**config.mk**
```make
export PLATFORM = sky130hd
export DESIGN_NAME = rwst_outq
export DESIGN_NICKNAME = d
export VERILOG_FILES = /design/src/rtl/rwst_pkg.sv /design/src/rtl/rwst_outq.sv
export SDC_FILE = /design/constraint.sdc
export NUM_CORES = 1
export LEC_CHECK = 0
export ABC_AREA = 1
export BUFFER_PORTS_ARGS = -buffer_cell sky130_fd_sc_hd__buf_2
export CAP_MARGIN = 20
export CORE_ASPECT_RATIO = 0.6
export CORE_MARGIN = 2
export CORE_UTILIZATION = 30
export CTS_BUF_LIST = sky130_fd_sc_hd__clkbuf_8
export DETAILED_ROUTE_END_ITERATION = 8
export PLACE_DENSITY = 0.55
export SYNTH_ARGS = -nofsm -noshare
export SYNTH_HDL_FRONTEND = slang
export SYNTH_SLANG_ARGS = --single-unit
export TNS_END_PERCENT = 20
```
**constraint.sdc**
```tcl
create_clock -name clk -period 2.2 [get_ports clk]
set_clock_uncertainty 0.2 [all_clocks]
set_input_delay 0.22 -clock clk [delete_from_list [all_inputs] [get_ports clk]]
set_output_delay 0.22 -clock clk [all_outputs]
set_load 0.1 [all_outputs]
```
**src/rtl/rwst_pkg.sv**
```systemverilog
`timescale 1ns / 1ps

package rwst_pkg;

	localparam int GRID_MAX_DEF  = 64;
	localparam int SIDE_W        = 7;
	localparam int START_W       = 6;
	localparam int CELL_OUT_W    = 12;
	localparam int EPOCH_W       = 4;
	localparam int GRID_SIDE_RST = 64;

	typedef enum logic {
		OP_START = 1'b0,
		OP_STEP  = 1'b1
	} opcode_t;

	typedef enum logic [1:0] {
		DIR_UP    = 2'd0,
		DIR_DOWN  = 2'd1,
		DIR_LEFT  = 2'd2,
		DIR_RIGHT = 2'd3
	} dir_t;

	typedef struct packed {
		opcode_t              opcode;
		logic [START_W-1:0]   start_x;
		logic [START_W-1:0]   start_y;
		dir_t                 direction;
	} in_item_t;

	typedef struct packed {
		logic                  wall_valid;
		logic [CELL_OUT_W-1:0] entered_cell;
		logic [CELL_OUT_W-1:0] previous_cell;
		logic                  done_res;
	} out_item_t;

	typedef struct packed {
		logic      push;
		out_item_t item;
	} res_push_t;

	typedef struct packed {
		logic full;
	} outq_stat_t;

	typedef struct packed {
		logic active;
		logic sweeping;
		logic busy;
	} walk_stat_t;

endpackage

```
**src/rtl/rwst_outq.sv**
```systemverilog
`timescale 1ns / 1ps

module rwst_outq (
	input  logic                   clk,
	input  logic                   arst_n,
	input  rwst_pkg::res_push_t    push,
	output logic                   res_valid,
	input  logic                   res_ready,
	output rwst_pkg::out_item_t    res,
	output rwst_pkg::outq_stat_t   qstat
);

	import rwst_pkg::*;

	localparam int DEPTH = 2;
	localparam int PTR_W = $clog2(DEPTH);
	localparam int CNT_W = $clog2(DEPTH + 1);

	out_item_t        slot_q [DEPTH];
	logic [PTR_W-1:0] wr_q;
	logic [PTR_W-1:0] rd_q;
	logic [CNT_W-1:0] count_q;
	logic             pop;

	assign res_valid   = (count_q != '0);
	assign res         = slot_q[rd_q];
	assign pop         = res_valid && res_ready;
	assign qstat.full  = (count_q == CNT_W'(DEPTH));

	always_ff @(posedge clk or negedge arst_n) begin
		if (!arst_n) begin
			wr_q    <= '0;
			rd_q    <= '0;
			count_q <= '0;
		end else begin
			if (push.push) begin
				wr_q <= wr_q + PTR_W'(1);
			end
			if (pop) begin
				rd_q <= rd_q + PTR_W'(1);
			end
			count_q <= count_q + CNT_W'(push.push) - CNT_W'(pop);
		end
	end

	always_ff @(posedge clk) begin
		if (push.push) begin
			slot_q[wr_q] <= push.item;
		end
	end

endmodule

```
==> results.sh, run 1 <==
export IMPL_ys_warn_count=0
export IMPL_cts_setup_buffers=0
export IMPL_critPathMostFrequentCell="nand2_1"
export IMPL_root_buffer="clkbuf_8"
export IMPL_ys_seq_area_frac=0.772
export IMPL_path_cells="buf_4, nand2_1, nand2_1, buf_2"
export IMPL_fmax_ghz=0.474
export IMPL_worst_pin_slew_ns=0.494
export IMPL_fp_dieW_um=113
export IMPL_setup_violations=0
export IMPL_multiInputGateArea_um2=399
export IMPL_syn2layout_area_growth_pct=38.5
export IMPL_startpoint_type="flop"
export IMPL_fin_setup_tns_ns=0
export IMPL_synth_fp_nets=197
export IMPL_core_um2=6820
export IMPL_critical_path_class="flop to output port"
export IMPL_maxSlewViolCount=0
export IMPL_routed_wl_um=4200
export IMPL_cp_top_family="buffers and inverters"
export IMPL_overflow=0
export IMPL_vias_per_cell=3.95
export IMPL_gp_congestion=0.701
export IMPL_final_cell_mix="nand2_1 (82), edfxtp_1 (52), buf_2 (50)"
export IMPL_drtIter0Drc=60
export IMPL_post_route_util=0.437
export IMPL_antenna_found_initial=0
export IMPL_endpoint_kind="output port"
export IMPL_wire_per_inst_um=12.1
export IMPL_syn_area_um2=2150
export IMPL_grt_start_max_net_pins=28
export IMPL_portBuffers=57
export IMPL_cts_clk_slew_worst_paths_ns=0.10
export IMPL_holdWs_ns=0.0165
export IMPL_ios=58
export IMPL_ff_latch_area_um2=1660
export IMPL_drive_above_1_share=0.308
export IMPL_grt_pass1_wl_um=6490
export IMPL_relSlewSlack=0.673
export IMPL_clk_latency_ns=0.30
export IMPL_die_area_um2=7890
export IMPL_status="completed"
export IMPL_slowest_delay_ns=0.57
export IMPL_drt_first_pass_iters=4
export IMPL_initial_core_util=0.316
export IMPL_dp_hpwl_um=2800
export IMPL_critPathArrivalTime_ns=1.69
export IMPL_ant_nets=0
export IMPL_avgSynthCellArea_um2=13.1
export IMPL_cp_data_required_time_ns=1.78
export IMPL_hold_path_class="input pin to flop"
export IMPL_drc=0
export IMPL_layout_commonest_cell="nand2_1"
export IMPL_rsz0062_at_grt="false"
export IMPL_cts_sinks=56
export IMPL_synth_seq_cells=56
export IMPL_cts_buffers=5
export IMPL_cts_tree="built"
export IMPL_yosys_cell_types_count=13
export IMPL_diodes=0
export IMPL_num_fill_cells=650
export IMPL_maxCapViolations=0
export IMPL_cts_buffer_depth=2
export IMPL_syn_inst=165
export IMPL_vias=1372
export IMPL_crit_slowest_cell="dfrtp_1"
export IMPL_finalCritPeriodShare=0.960
export IMPL_post_route_min_period_ns=2.11
export IMPL_grt_pass1_vias=1350
export IMPL_core_rowCount=23
export IMPL_grtUsageTotal=0.108
export IMPL_finalHoldViolCount=0
export IMPL_nets=291
export IMPL_cts_htree_levels=2
export IMPL_cp_max_fo=8
export IMPL_worst_path_buf_inv=2
export IMPL_die_y_um=69.6
[state kept, by name, summed over array words and instances, names as in the netlist]
name / cells
wr_q: 1
count_q: 2
slot_q: 52
rd_q: 1
[synthesized netlist by cell type (all sizes together)]
cell type   n  share of area
nand2      88           0.16
edfxtp     52           0.73
inv         9          0.019
buf         5          0.026
dfrtp       4          0.046
ha          2          0.012
nand3       2         0.0046
nor2        2         0.0035
xor2        1         0.0041
[metal layers]
layer,vias up,part of all wire,global-route usage
met2,40,0.43,0.163
met5,-,0,0
met4,0,0.0069,0.0244
met3,5,0.052,0.0332
met1,602,0.51,0.154
li1,725,-,-
[metrics by stage]
step	worst slack, ns	area [um2]	std cells
floorplan	0.0737	2160	165
global placement	0.435	2580	311
detailed placement	0.377	2580	311
CTS	0.0364	2970	347
global route	0.00226	2980	347
finish	0.0887	2980	347
[repair_timing]
action | in CTS | in global routing
resized for setup | 0 | 5
endpoints found under the hold margin | 57 | 0
hold buffers | 28 | 0
setup endpoints to repair | 0 | 5
[worst paths after layout]
kind / from / to / slack [ns] / depth (start not counted)
worst min-delay path: res_ready / rd_q / 0.02 / 3
worst min register to register: wr_q / wr_q / 0.33 / 1
max in group asynchronous: arst_n / count_q[0] / 1.62 / 2
worst max register to register: wr_q / slot_q[0][8] / 0.61 / 2
worst max-delay path: rd_q / res[12] / 0.09 / 4
min in group asynchronous: arst_n / rd_q / 0.05 / 2
[layout make-up]
cell class,count,share of cell area
clock inverters,3,0.0143
repair buffers,92,0.221
multi-input cells,95,0.134
well taps,87,0.0365
inverters,9,0.0138
clock buffers,5,0.0231
flip-flops and latches,56,0.557
[worst min-delay path, stage by stage]
cell	delay [ns]
buf_2	0.09
nand3_1	0.08
nand2_1	0.10
[kinds of logic after synthesis]
family                     count (synthesis)  share of synthesized area
DFF                                       56                      0.772
buffers and inverters                     14                     0.0453
and+or+nand+nor                           92                      0.167
adders and majority gates                  2                     0.0116
xor gates and xnor gates                   1                    0.00407
Power of run 1 is not shown: default switching activity piles up to over one toggle a cycle in this logic, so the estimate is an artifact.
==> inputs of run 2 (changes only) <==
- CELL_PAD_IN_SITES_DETAIL_PLACEMENT: not set -> 1
- CELL_PAD_IN_SITES_GLOBAL_PLACEMENT: not set -> 1
- PLACE_DENSITY: 0.55 -> 0.66
==> run 2 against run 1 <==
Final cell count unchanged. Fmax is 0.35% lower. Die area unchanged. First-iteration DRC count decreased by 12%. Critical endpoint is now res[16]. Highest routed layer unchanged. Via count increased by 4.8%. Wire length is 9.6% higher. Hold slack improved by 0.018 ns. Non-clock buffer count unchanged. Register-to-register slack about the same. Sequential cell count stayed put. Critical path depth stayed put. Largest cell class unchanged.
==> results.sh, run 2 (synthesis gave the netlist of run 1 again) <==
export IMPL_endpoint_kind="output port"
export IMPL_grt_pass1_wl_um=7190
export IMPL_ant_nets=0
export IMPL_drtIter0Drc=53
export IMPL_cts_buffers=5
export IMPL_grt_pass1_vias=1423
export IMPL_cts_buffer_depth=2
export IMPL_cts_sinks=56
export IMPL_overflow=0
export IMPL_cts_tree="built"
export IMPL_status="completed"
export IMPL_worst_pin_slew_ns=0.499
export IMPL_vias=1438
export IMPL_r2r_end="count_q[1]"
export IMPL_multiInputGateArea_um2=399
export IMPL_post_route_min_period_ns=2.12
export IMPL_hold_path_class="input pin to asynchronous set/reset pin"
export IMPL_fmax_ghz=0.472
export IMPL_diodes=0
export IMPL_cp_max_fo=14
export IMPL_relSlewSlack=0.670
export IMPL_fin_setup_tns_ns=0
export IMPL_cp_data_required_time_ns=1.78
export IMPL_drt_first_pass_iters=4
export IMPL_die_area_um2=7890
export IMPL_finalHoldViolCount=0
export IMPL_startpoint_type="flop"
export IMPL_antenna_found_initial=0
export IMPL_finalCritPeriodShare=0.963
export IMPL_critical_path_class="flop to output port"
export IMPL_gp_congestion=0.716
export IMPL_core_rowCount=23
export IMPL_portBuffers=57
export IMPL_setup_violations=0
export IMPL_max_flop_register="slot_q"
export IMPL_grt_start_max_net_pins=28
export IMPL_ff_latch_area_um2=1660
export IMPL_cts_htree_levels=2
export IMPL_layout_commonest_cell="nand2_1"
export IMPL_maxSlewViolCount=0
export IMPL_drive_above_1_share=0.304
export IMPL_dp_hpwl_um=3080
export IMPL_root_buffer="clkbuf_8"
export IMPL_grtUsageTotal=0.121
export IMPL_reg_top3="slot_q (52), count_q (2)"
export IMPL_core_um2=6820
export IMPL_die_y_um=69.6
export IMPL_rsz0062_at_grt="false"
export IMPL_fp_dieW_um=113
export IMPL_syn2layout_area_growth_pct=40.4
export IMPL_reg2reg_depth=10
export IMPL_maxCapViolations=0
export IMPL_r2r_setup_slack_ns=0.60
export IMPL_final_cell_mix="nand2_1 (82), edfxtp_1 (52), buf_2 (49)"
export IMPL_r2r_start="count_q[1]"
export IMPL_routed_wl_um=4610
export IMPL_drc=0
export IMPL_vias_per_cell=4.14
export IMPL_initial_core_util=0.316
export IMPL_critPathArrivalTime_ns=1.70
export IMPL_largest_register_ffs=52
export IMPL_num_fill_cells=726
export IMPL_cts_clk_slew_worst_paths_ns=0.10
export IMPL_critical_path_startpoint="rd_q"
export IMPL_clk_latency_ns=0.31
export IMPL_nets=291
export IMPL_ios=58
export IMPL_wire_per_inst_um=13.3
==> run 2: metal layers <==
metal | wire, um | global-route usage | vias up
met1 | 2330 | 0.174 | 665
met2 | 1970 | 0.176 | 42
met5 | 0 | 0 | -
li1 | - | - | 724
met4 | 48 | 0.0325 | 0
met3 | 266 | 0.0393 | 7
==> run 2: final cells by class <==
cell class | instances | share of cell area
tap | 87 | 0.0360
inverter | 9 | 0.0137
multi-input combinational | 95 | 0.132
timing repair buffer | 92 | 0.216
clock inverter | 3 | 0.0298
clock buffer | 5 | 0.0228
sequential | 56 | 0.550
==> run 2: worst max-delay path by stage <==
stage	end	slack [ns]	cells past startpoint
floorplan	slot_q[0][0]	0.07	1
global placement	res[7]	0.45	4
detailed placement	res[20]	0.41	4
CTS	res[7]	0.05	4
global route	res[16]	0.0007	4
finish	res[16]	0.08	4
==> run 2: metrics by stage <==
step                std cells  hold slack, ns  cell area, um2  worst slack [ns]  utilization
finish                    347          0.0342            3020            0.0813        0.443
global placement          310          -0.162            2560             0.447        0.375
detailed placement        310          -0.163            2560             0.415        0.375
global route              347          0.0576            3020          0.000662        0.443
floorplan                 165          -0.276            2160            0.0737            -
CTS                       347          0.0204            3010            0.0505        0.441
==> run 2: critical path, cell delays in order, from the launching register on <==
cell	delay [ns]
dfrtp_1	0.55
buf_4	0.28
nand2_1	0.07
nand2_1	0.08
buf_2	0.42
==> run 2: repair_timing <==
action | CTS | global route
endpoints found under the setup margin | 0 | 7
resized for setup | 0 | 7
setup buffers | 0 | 0
hold buffers | 29 | 0
hold endpoints to repair | 58 | 0
Power of run 2 is left out for the same reason.
