[src/rtl/rwst_pkg.sv]
`timescale 1ns / 1ps

package rwst_pkg;

	localparam int GRID_MAX_DEF  = 64;
	localparam int SIDE_W        = 7;
	localparam int START_W       = 6;
	localparam int CELL_OUT_W    = 12;
	localparam int EPOCH_W       = 4;
	localparam int GRID_SIDE_RST = 64;

	typedef enum logic {
		OP_START = 1'b0,
		OP_STEP  = 1'b1
	} opcode_t;

	typedef enum logic [1:0] {
		DIR_UP    = 2'd0,
		DIR_DOWN  = 2'd1,
		DIR_LEFT  = 2'd2,
		DIR_RIGHT = 2'd3
	} dir_t;

	typedef struct packed {
		opcode_t              opcode;
		logic [START_W-1:0]   start_x;
		logic [START_W-1:0]   start_y;
		dir_t                 direction;
	} in_item_t;

	typedef struct packed {
		logic                  wall_valid;
		logic [CELL_OUT_W-1:0] entered_cell;
		logic [CELL_OUT_W-1:0] previous_cell;
		logic                  done_res;
	} out_item_t;

	typedef struct packed {
		logic      push;
		out_item_t item;
	} res_push_t;

	typedef struct packed {
		logic full;
	} outq_stat_t;

	typedef struct packed {
		logic active;
		logic sweeping;
		logic busy;
	} walk_stat_t;

endpackage

[src/rtl/rwst_walker.sv]
`timescale 1ns / 1ps

module rwst_walker #(
	parameter int GRID_MAX = rwst_pkg::GRID_MAX_DEF
) (
	input  logic                                     clk,
	input  logic                                     arst_n,
	input  logic                                     cmd_valid,
	output logic                                     cmd_ready,
	input  rwst_pkg::in_item_t                       cmd,
	input  logic                                     cfg_we,
	input  logic [rwst_pkg::SIDE_W-1:0]              cfg_wdata,
	input  rwst_pkg::outq_stat_t                     qstat,
	output rwst_pkg::res_push_t                      push,
	output rwst_pkg::walk_stat_t                     stat,
	output logic                                     ram_we,
	output logic [$clog2(GRID_MAX*GRID_MAX)-1:0]     ram_waddr,
	output logic [rwst_pkg::EPOCH_W-1:0]             ram_wdata,
	output logic [$clog2(GRID_MAX*GRID_MAX)-1:0]     ram_raddr,
	input  logic [rwst_pkg::EPOCH_W-1:0]             ram_rdata
);

	import rwst_pkg::*;

	localparam int CELLS    = GRID_MAX * GRID_MAX;
	localparam int IDX_W    = $clog2(CELLS);
	localparam int CNT_W    = IDX_W + 1;
	localparam int COORD_W  = $clog2(GRID_MAX);
	localparam int SIDE_I_W = $clog2(GRID_MAX + 1);
	localparam int SE_W     = (SIDE_I_W > SIDE_W) ? SIDE_I_W : SIDE_W;
	localparam int SC_W     = (SIDE_I_W > START_W) ? SIDE_I_W : START_W;
	localparam logic [EPOCH_W-1:0] EPOCH_LAST = '1;

	logic [SIDE_W-1:0]   grid_side_q;
	logic [COORD_W-1:0]  row_q;
	logic [COORD_W-1:0]  col_q;
	logic [IDX_W-1:0]    cells_left_q;
	logic                active_q;
	logic [EPOCH_W-1:0]  epoch_q;
	logic                sweep_q;
	logic [IDX_W-1:0]    sweep_addr_q;
	logic [IDX_W-1:0]    mark_idx_q;
	logic                valid_s1;
	logic                start_s1;
	logic [IDX_W-1:0]    idx_s1;
	logic [IDX_W-1:0]    prev_s1;

	logic [SE_W-1:0]     side_raw;
	logic [SIDE_I_W-1:0] side;
	logic [SIDE_I_W-1:0] side_m1;
	logic [COORD_W-1:0]  sat_col;
	logic [COORD_W-1:0]  sat_row;
	logic                is_start;
	logic [COORD_W-1:0]  row_op;
	logic [COORD_W-1:0]  col_op;
	logic [IDX_W-1:0]    base_idx;
	logic                moved;
	logic [COORD_W-1:0]  new_row;
	logic [COORD_W-1:0]  new_col;
	logic [IDX_W-1:0]    new_idx;
	logic [CNT_W-1:0]    side_sq;
	logic [IDX_W-1:0]    start_cnt;
	logic                fire;
	logic                go_step;
	logic                wrap;
	logic                visited;
	logic                take;
	logic [IDX_W-1:0]    cnt_dec;

	assign side_raw = SE_W'(grid_side_q);

	always_comb begin
		if (side_raw == '0) begin
			side = SIDE_I_W'(1);
		end else if (side_raw > SE_W'(GRID_MAX)) begin
			side = SIDE_I_W'(GRID_MAX);
		end else begin
			side = SIDE_I_W'(side_raw);
		end
	end

	assign side_m1 = side - SIDE_I_W'(1);
	assign sat_col = (SC_W'(cmd.start_x) > SC_W'(side_m1)) ? COORD_W'(side_m1)
		: COORD_W'(cmd.start_x);
	assign sat_row = (SC_W'(cmd.start_y) > SC_W'(side_m1)) ? COORD_W'(side_m1)
		: COORD_W'(cmd.start_y);

	assign is_start = (cmd.opcode == OP_START);
	assign row_op   = is_start ? sat_row : row_q;
	assign col_op   = is_start ? sat_col : col_q;
	assign base_idx = IDX_W'(row_op) * IDX_W'(side) + IDX_W'(col_op);

	always_comb begin
		moved   = 1'b0;
		new_row = row_q;
		new_col = col_q;
		new_idx = base_idx;
		unique case (cmd.direction)
			DIR_UP: begin
				moved   = (row_q != '0);
				new_row = row_q - COORD_W'(1);
				new_idx = base_idx - IDX_W'(side);
			end
			DIR_DOWN: begin
				moved   = ((SIDE_I_W'(row_q) + SIDE_I_W'(1)) < side);
				new_row = row_q + COORD_W'(1);
				new_idx = base_idx + IDX_W'(side);
			end
			DIR_LEFT: begin
				moved   = (col_q != '0);
				new_col = col_q - COORD_W'(1);
				new_idx = base_idx - IDX_W'(1);
			end
			DIR_RIGHT: begin
				moved   = ((SIDE_I_W'(col_q) + SIDE_I_W'(1)) < side);
				new_col = col_q + COORD_W'(1);
				new_idx = base_idx + IDX_W'(1);
			end
		endcase
	end

	assign side_sq   = CNT_W'(side) * CNT_W'(side);
	assign start_cnt = IDX_W'(side_sq - CNT_W'(1));

	assign cmd_ready = !sweep_q && !valid_s1 && !qstat.full;
	assign fire      = cmd_valid && cmd_ready;
	assign go_step   = fire && !is_start && active_q && moved;
	assign wrap      = (epoch_q == EPOCH_LAST);

	assign visited = (ram_rdata == epoch_q);
	assign take    = valid_s1 && !start_s1 && !visited;
	assign cnt_dec = (cells_left_q != '0) ? cells_left_q - IDX_W'(1) : '0;

	assign ram_raddr = new_idx;

	always_comb begin
		if (sweep_q) begin
			ram_we    = 1'b1;
			ram_waddr = sweep_addr_q;
			ram_wdata = (sweep_addr_q == mark_idx_q) ? epoch_q : '0;
		end else begin
			ram_we    = valid_s1 && (start_s1 || !visited);
			ram_waddr = idx_s1;
			ram_wdata = epoch_q;
		end
	end

	assign push.push               = take;
	assign push.item.wall_valid    = 1'b1;
	assign push.item.entered_cell  = CELL_OUT_W'(idx_s1);
	assign push.item.previous_cell = CELL_OUT_W'(prev_s1);
	assign push.item.done_res      = (cnt_dec == '0);

	assign stat.active   = active_q;
	assign stat.sweeping = sweep_q;
	assign stat.busy     = valid_s1;

	always_ff @(posedge clk or negedge arst_n) begin
		if (!arst_n) begin
			grid_side_q  <= SIDE_W'(GRID_SIDE_RST);
			row_q        <= '0;
			col_q        <= '0;
			cells_left_q <= '0;
			active_q     <= 1'b0;
			epoch_q      <= '0;
			sweep_q      <= 1'b1;
			sweep_addr_q <= '0;
			valid_s1     <= 1'b0;
		end else begin
			valid_s1 <= (fire && is_start && !wrap) || go_step;
			if (cfg_we) begin
				grid_side_q <= cfg_wdata;
			end
			if (sweep_q) begin
				sweep_addr_q <= sweep_addr_q + IDX_W'(1);
				if (sweep_addr_q == IDX_W'(CELLS - 1)) begin
					sweep_q <= 1'b0;
				end
			end
			if (fire && is_start) begin
				row_q        <= sat_row;
				col_q        <= sat_col;
				cells_left_q <= start_cnt;
				active_q     <= (side != SIDE_I_W'(1));
				if (wrap) begin
					epoch_q      <= EPOCH_W'(1);
					sweep_q      <= 1'b1;
					sweep_addr_q <= '0;
				end else begin
					epoch_q  <= epoch_q + EPOCH_W'(1);
				end
			end else if (go_step) begin
				row_q    <= new_row;
				col_q    <= new_col;
			end
			if (take) begin
				cells_left_q <= cnt_dec;
				if (cnt_dec == '0) begin
					active_q <= 1'b0;
				end
			end
		end
	end

	always_ff @(posedge clk) begin
		if (fire) begin
			start_s1 <= is_start;
			idx_s1   <= is_start ? base_idx : new_idx;
			prev_s1  <= base_idx;
			if (is_start) begin
				mark_idx_q <= base_idx;
			end
		end
	end

endmodule

[config.mk]
export PLATFORM = sky130hd
export DESIGN_NAME = rwst_walker
export DESIGN_NICKNAME = d
export VERILOG_FILES = /design/src/rtl/rwst_pkg.sv /design/src/rtl/rwst_walker.sv
export SDC_FILE = /design/constraint.sdc
export NUM_CORES = 1
export LEC_CHECK = 0
export BUFFER_PORTS_ARGS = -buffer_cell sky130_fd_sc_hd__buf_2
export CORE_UTILIZATION = 46
export DETAILED_ROUTE_END_ITERATION = 12
export GPL_TIMING_DRIVEN = 0
export PLACE_DENSITY = 0.74
export SYNTH_ARGS = -nofsm -noshare
export SYNTH_HDL_FRONTEND = slang
export SYNTH_SLANG_ARGS = --single-unit
[constraint.sdc]
create_clock -name clk -period 9.4 [get_ports clk]
set_clock_uncertainty 0.05 [all_clocks]
set_input_delay 0.47 -clock clk [delete_from_list [all_inputs] [get_ports clk]]
set_output_delay 0.47 -clock clk [all_outputs]
set_load 0.02 [all_outputs]
==> results.json <==
{
  "status": "finished clean",
  "slew_viol_final": 0,
  "pre_cts_ws_ns": -0.947,
  "fin_crit_ns": 9.06,
  "p_per_area_mw_per_mm2": 388,
  "nets": 1304,
  "crit_fanout": 11,
  "grt_pass1_wl_um": 39400,
  "coreArea_mm2": 0.0195,
  "yosys.cell_types.count": 82,
  "syn_avg_cell_area_um2": 9.14,
  "ys_ff_latch": 87,
  "fin_ws_ns": 0.341,
  "start_kind": "flip-flop",
  "die_h_um": 143,
  "ys.flop_type": "dfrtp_1",
  "mostFrequentLayoutCell": "inv_1",
  "place_inst": 1366,
  "worstSkewPairLatency_ns": 0.36,
  "start_util": 0.471,
  "crit_required_ns": 8.88,
  "synth_top_cell_area_share": 0.133,
  "ys_top_cells_by_area": "ha_1, dfrtp_1, edfxtp_1",
  "numPortBuffers": 87,
  "drive_gt1_frac": 0.189,
  "routedWlPerCell_um": 17.8,
  "die_w_um": 143,
  "wirelength_um": 24800,
  "finalSetupViolCount": 0,
  "ios": 91,
  "worst-setup-path-type": "flip-flop to output pin",
  "dp_hpwl_um": 19100,
  "grt_max_degree": 51,
  "ctsHtreeMaxLevel": 3,
  "slew_headroom": 0.198,
  "yosysSeqAreaShare": 0.257,
  "diodes": 0,
  "vdd_drop_max_v": 0.000229,
  "critPathCaptureType": "output pin",
  "hold_path.class": "primary input to flip-flop",
  "synthesis.area_mm2": 0.00920,
  "antenna_found_initial": 0,
  "gr-total-overflow": 0,
  "area_growth_pct": 15.7,
  "placement_rows": 51,
  "critPathMaxStageDelay_ns": 0.61,
  "stdcell_count": 1397,
  "drtIter0Drc": 739,
  "tightest_slew_ns": 1.20,
  "dieArea_mm2": 0.0206,
  "hold_viol": 0,
  "clk_pin_slew_ns": 0.07,
  "max_cap_viol_count": 0,
  "synthCells": 1007,
  "seq_area_mm2": 0.00237,
  "drc": 0,
  "power.leakage_nw": 4.82,
  "cp_slowest_cell": "dfstp_2",
  "vias_per_cell": 5.74,
  "critPathArrivalTime_ns": 8.54,
  "root_buffer": "clkbuf_16",
  "cts_tree": "yes",
  "cts_buffers": 9,
  "cts_buffer_depth": 2,
  "yosys.area.top_type": "ha_1",
  "yosysWarnings": 0,
  "drtPass1Iterations": 5,
  "ant_nets": 0,
  "multi_input_area_mm2": 0.00649,
  "first_global_vias": 7698,
  "gp_congestion": 0.987,
  "ctsHoldBuffers": 0,
  "finalCritPeriodShare": 0.964,
  "final_cell_mix": "inv_1, ha_1, buf_2",
  "fmax_mhz": 110,
  "via_count": 8025,
  "cts.sinks": 87,
  "synth_enable_flop_cells": 37,
  "nFillCells": 1728,
  "grt_use_total": 0.250,
  "synthArstFlopShare": 0.575
}
[routing by layer]
layer | routed length, µm | GRT usage | vias to the layer above
li1 | - | - | 3744
met1 | 10400 | 0.334 | 3803
met2 | 11200 | 0.390 | 399
met3 | 2310 | 0.0536 | 79
met4 | 906 | 0.106 | 0
met5 | 0 | 0 | -
[registers in the layout (all words and copies together), names as in the netlist, 4 cells and up]
| signal | count |
|---|---|
| epoch_q | 4 |
| prev_s1 | 12 |
| mark_idx_q | 12 |
| col_q | 6 |
| idx_s1 | 12 |
| cells_left_q | 12 |
| grid_side_q | 7 |
| sweep_addr_q | 12 |
| row_q | 6 |
[repair_timing]
item,in CTS,in global routing
gates resized for setup,31,25
pin swaps,4,12
setup buffers,2,13
endpoints found under the setup margin,11,4
[kinds of logic (layout without fill, tap and decap cells)]
group | count (synthesis) | count (layout) | share of synthesized area
flops | 87 | 87 | 0.257
other cells | 2 | 9 | 0.000816
simple gates | 276 | 276 | 0.147
fa+ha+maj | 146 | 146 | 0.238
compound gates | 225 | 225 | 0.160
xor+xnor | 84 | 84 | 0.0800
mux | 45 | 45 | 0.0543
buf+inv | 142 | 260 | 0.0634
[area by class of cell]
class	instances	area share
clock inverter	6	0.00505
inverter	103	0.0369
tap	265	0.0311
sequential	87	0.222
multi-input combinational	785	0.609
clock buffer	10	0.0215
buffer	39	0.0222
timing repair buffer	102	0.0517
[power breakdown]
part / internal [mW] / switching, mW
sequential: 0.600 / 0.153
clock: 0.183 / 0.167
combinational: 1.25 / 1.78
total: 2.03 / 2.10
[worst paths after layout]
path | from | cells after the start | endpoint | slack, ns
setup / recovery | grid_side_q[6] | 37 | ram_raddr[11] | 0.34
hold / removal | cfg_wdata[1] | 2 | grid_side_q[1] | 0.28
setup reg to reg | grid_side_q[6] | 37 | idx_s1[11] | 0.94
hold reg to reg | cells_left_q[5] | 2 | cells_left_q[5] | 0.45
max in group asynchronous | arst_n | 1 | grid_side_q[0] | 8.18
min in group asynchronous | arst_n | 1 | cells_left_q[7] | 0.32
[cell usage after synthesis (10+ instances only)]
cell and number:
mux2i_1 15, inv_1 98, nor2_1 77, nor3_1 10
and2_1 13, fa_1 48, clkbuf_1 19, dfrtp_1 48
o21ai_0 64, xnor2_1 59, edfxtp_1 37, mux2_2 27
nand3_1 19, ha_1 98, nand2_1 75, a21oi_1 60
xor2_1 25, a21o_1 14, nor2b_1 16, nand4_1 14
[per-stage QoR]
step / hold WS, ns / util / TNS [ns] / power (mW) / cell area, µm²
6_report: 0.283 / 0.545 / 0 / 4.13 / 10600
5_1_grt: 0.293 / 0.545 / -0.0248 / 4.44 / 10600
4_1_cts: 0.283 / 0.535 / 0 / 4.00 / 10400
3_5_place_dp: 0.433 / 0.512 / -3.73 / 3.57 / 9990
3_3_place_gp: 0.438 / 0.512 / -3.83 / 3.51 / 9990
2_1_floorplan: 0.124 / - / 0 / 2.83 / 9230
[critical path, delay by kind of cell (launching register included)]
family / cells / cell delay [ns]
adder cells (fa/ha/maj): 8 / 3.03
XOR/XNOR: 4 / 0.79
flip-flops: 1 / 0.61
AND/OR/NAND/NOR: 4 / 0.70
buffers and inverters: 11 / 1.23
AO/OA/AOI/OAI: 10 / 1.80
(Power assumes the default switching activity.)
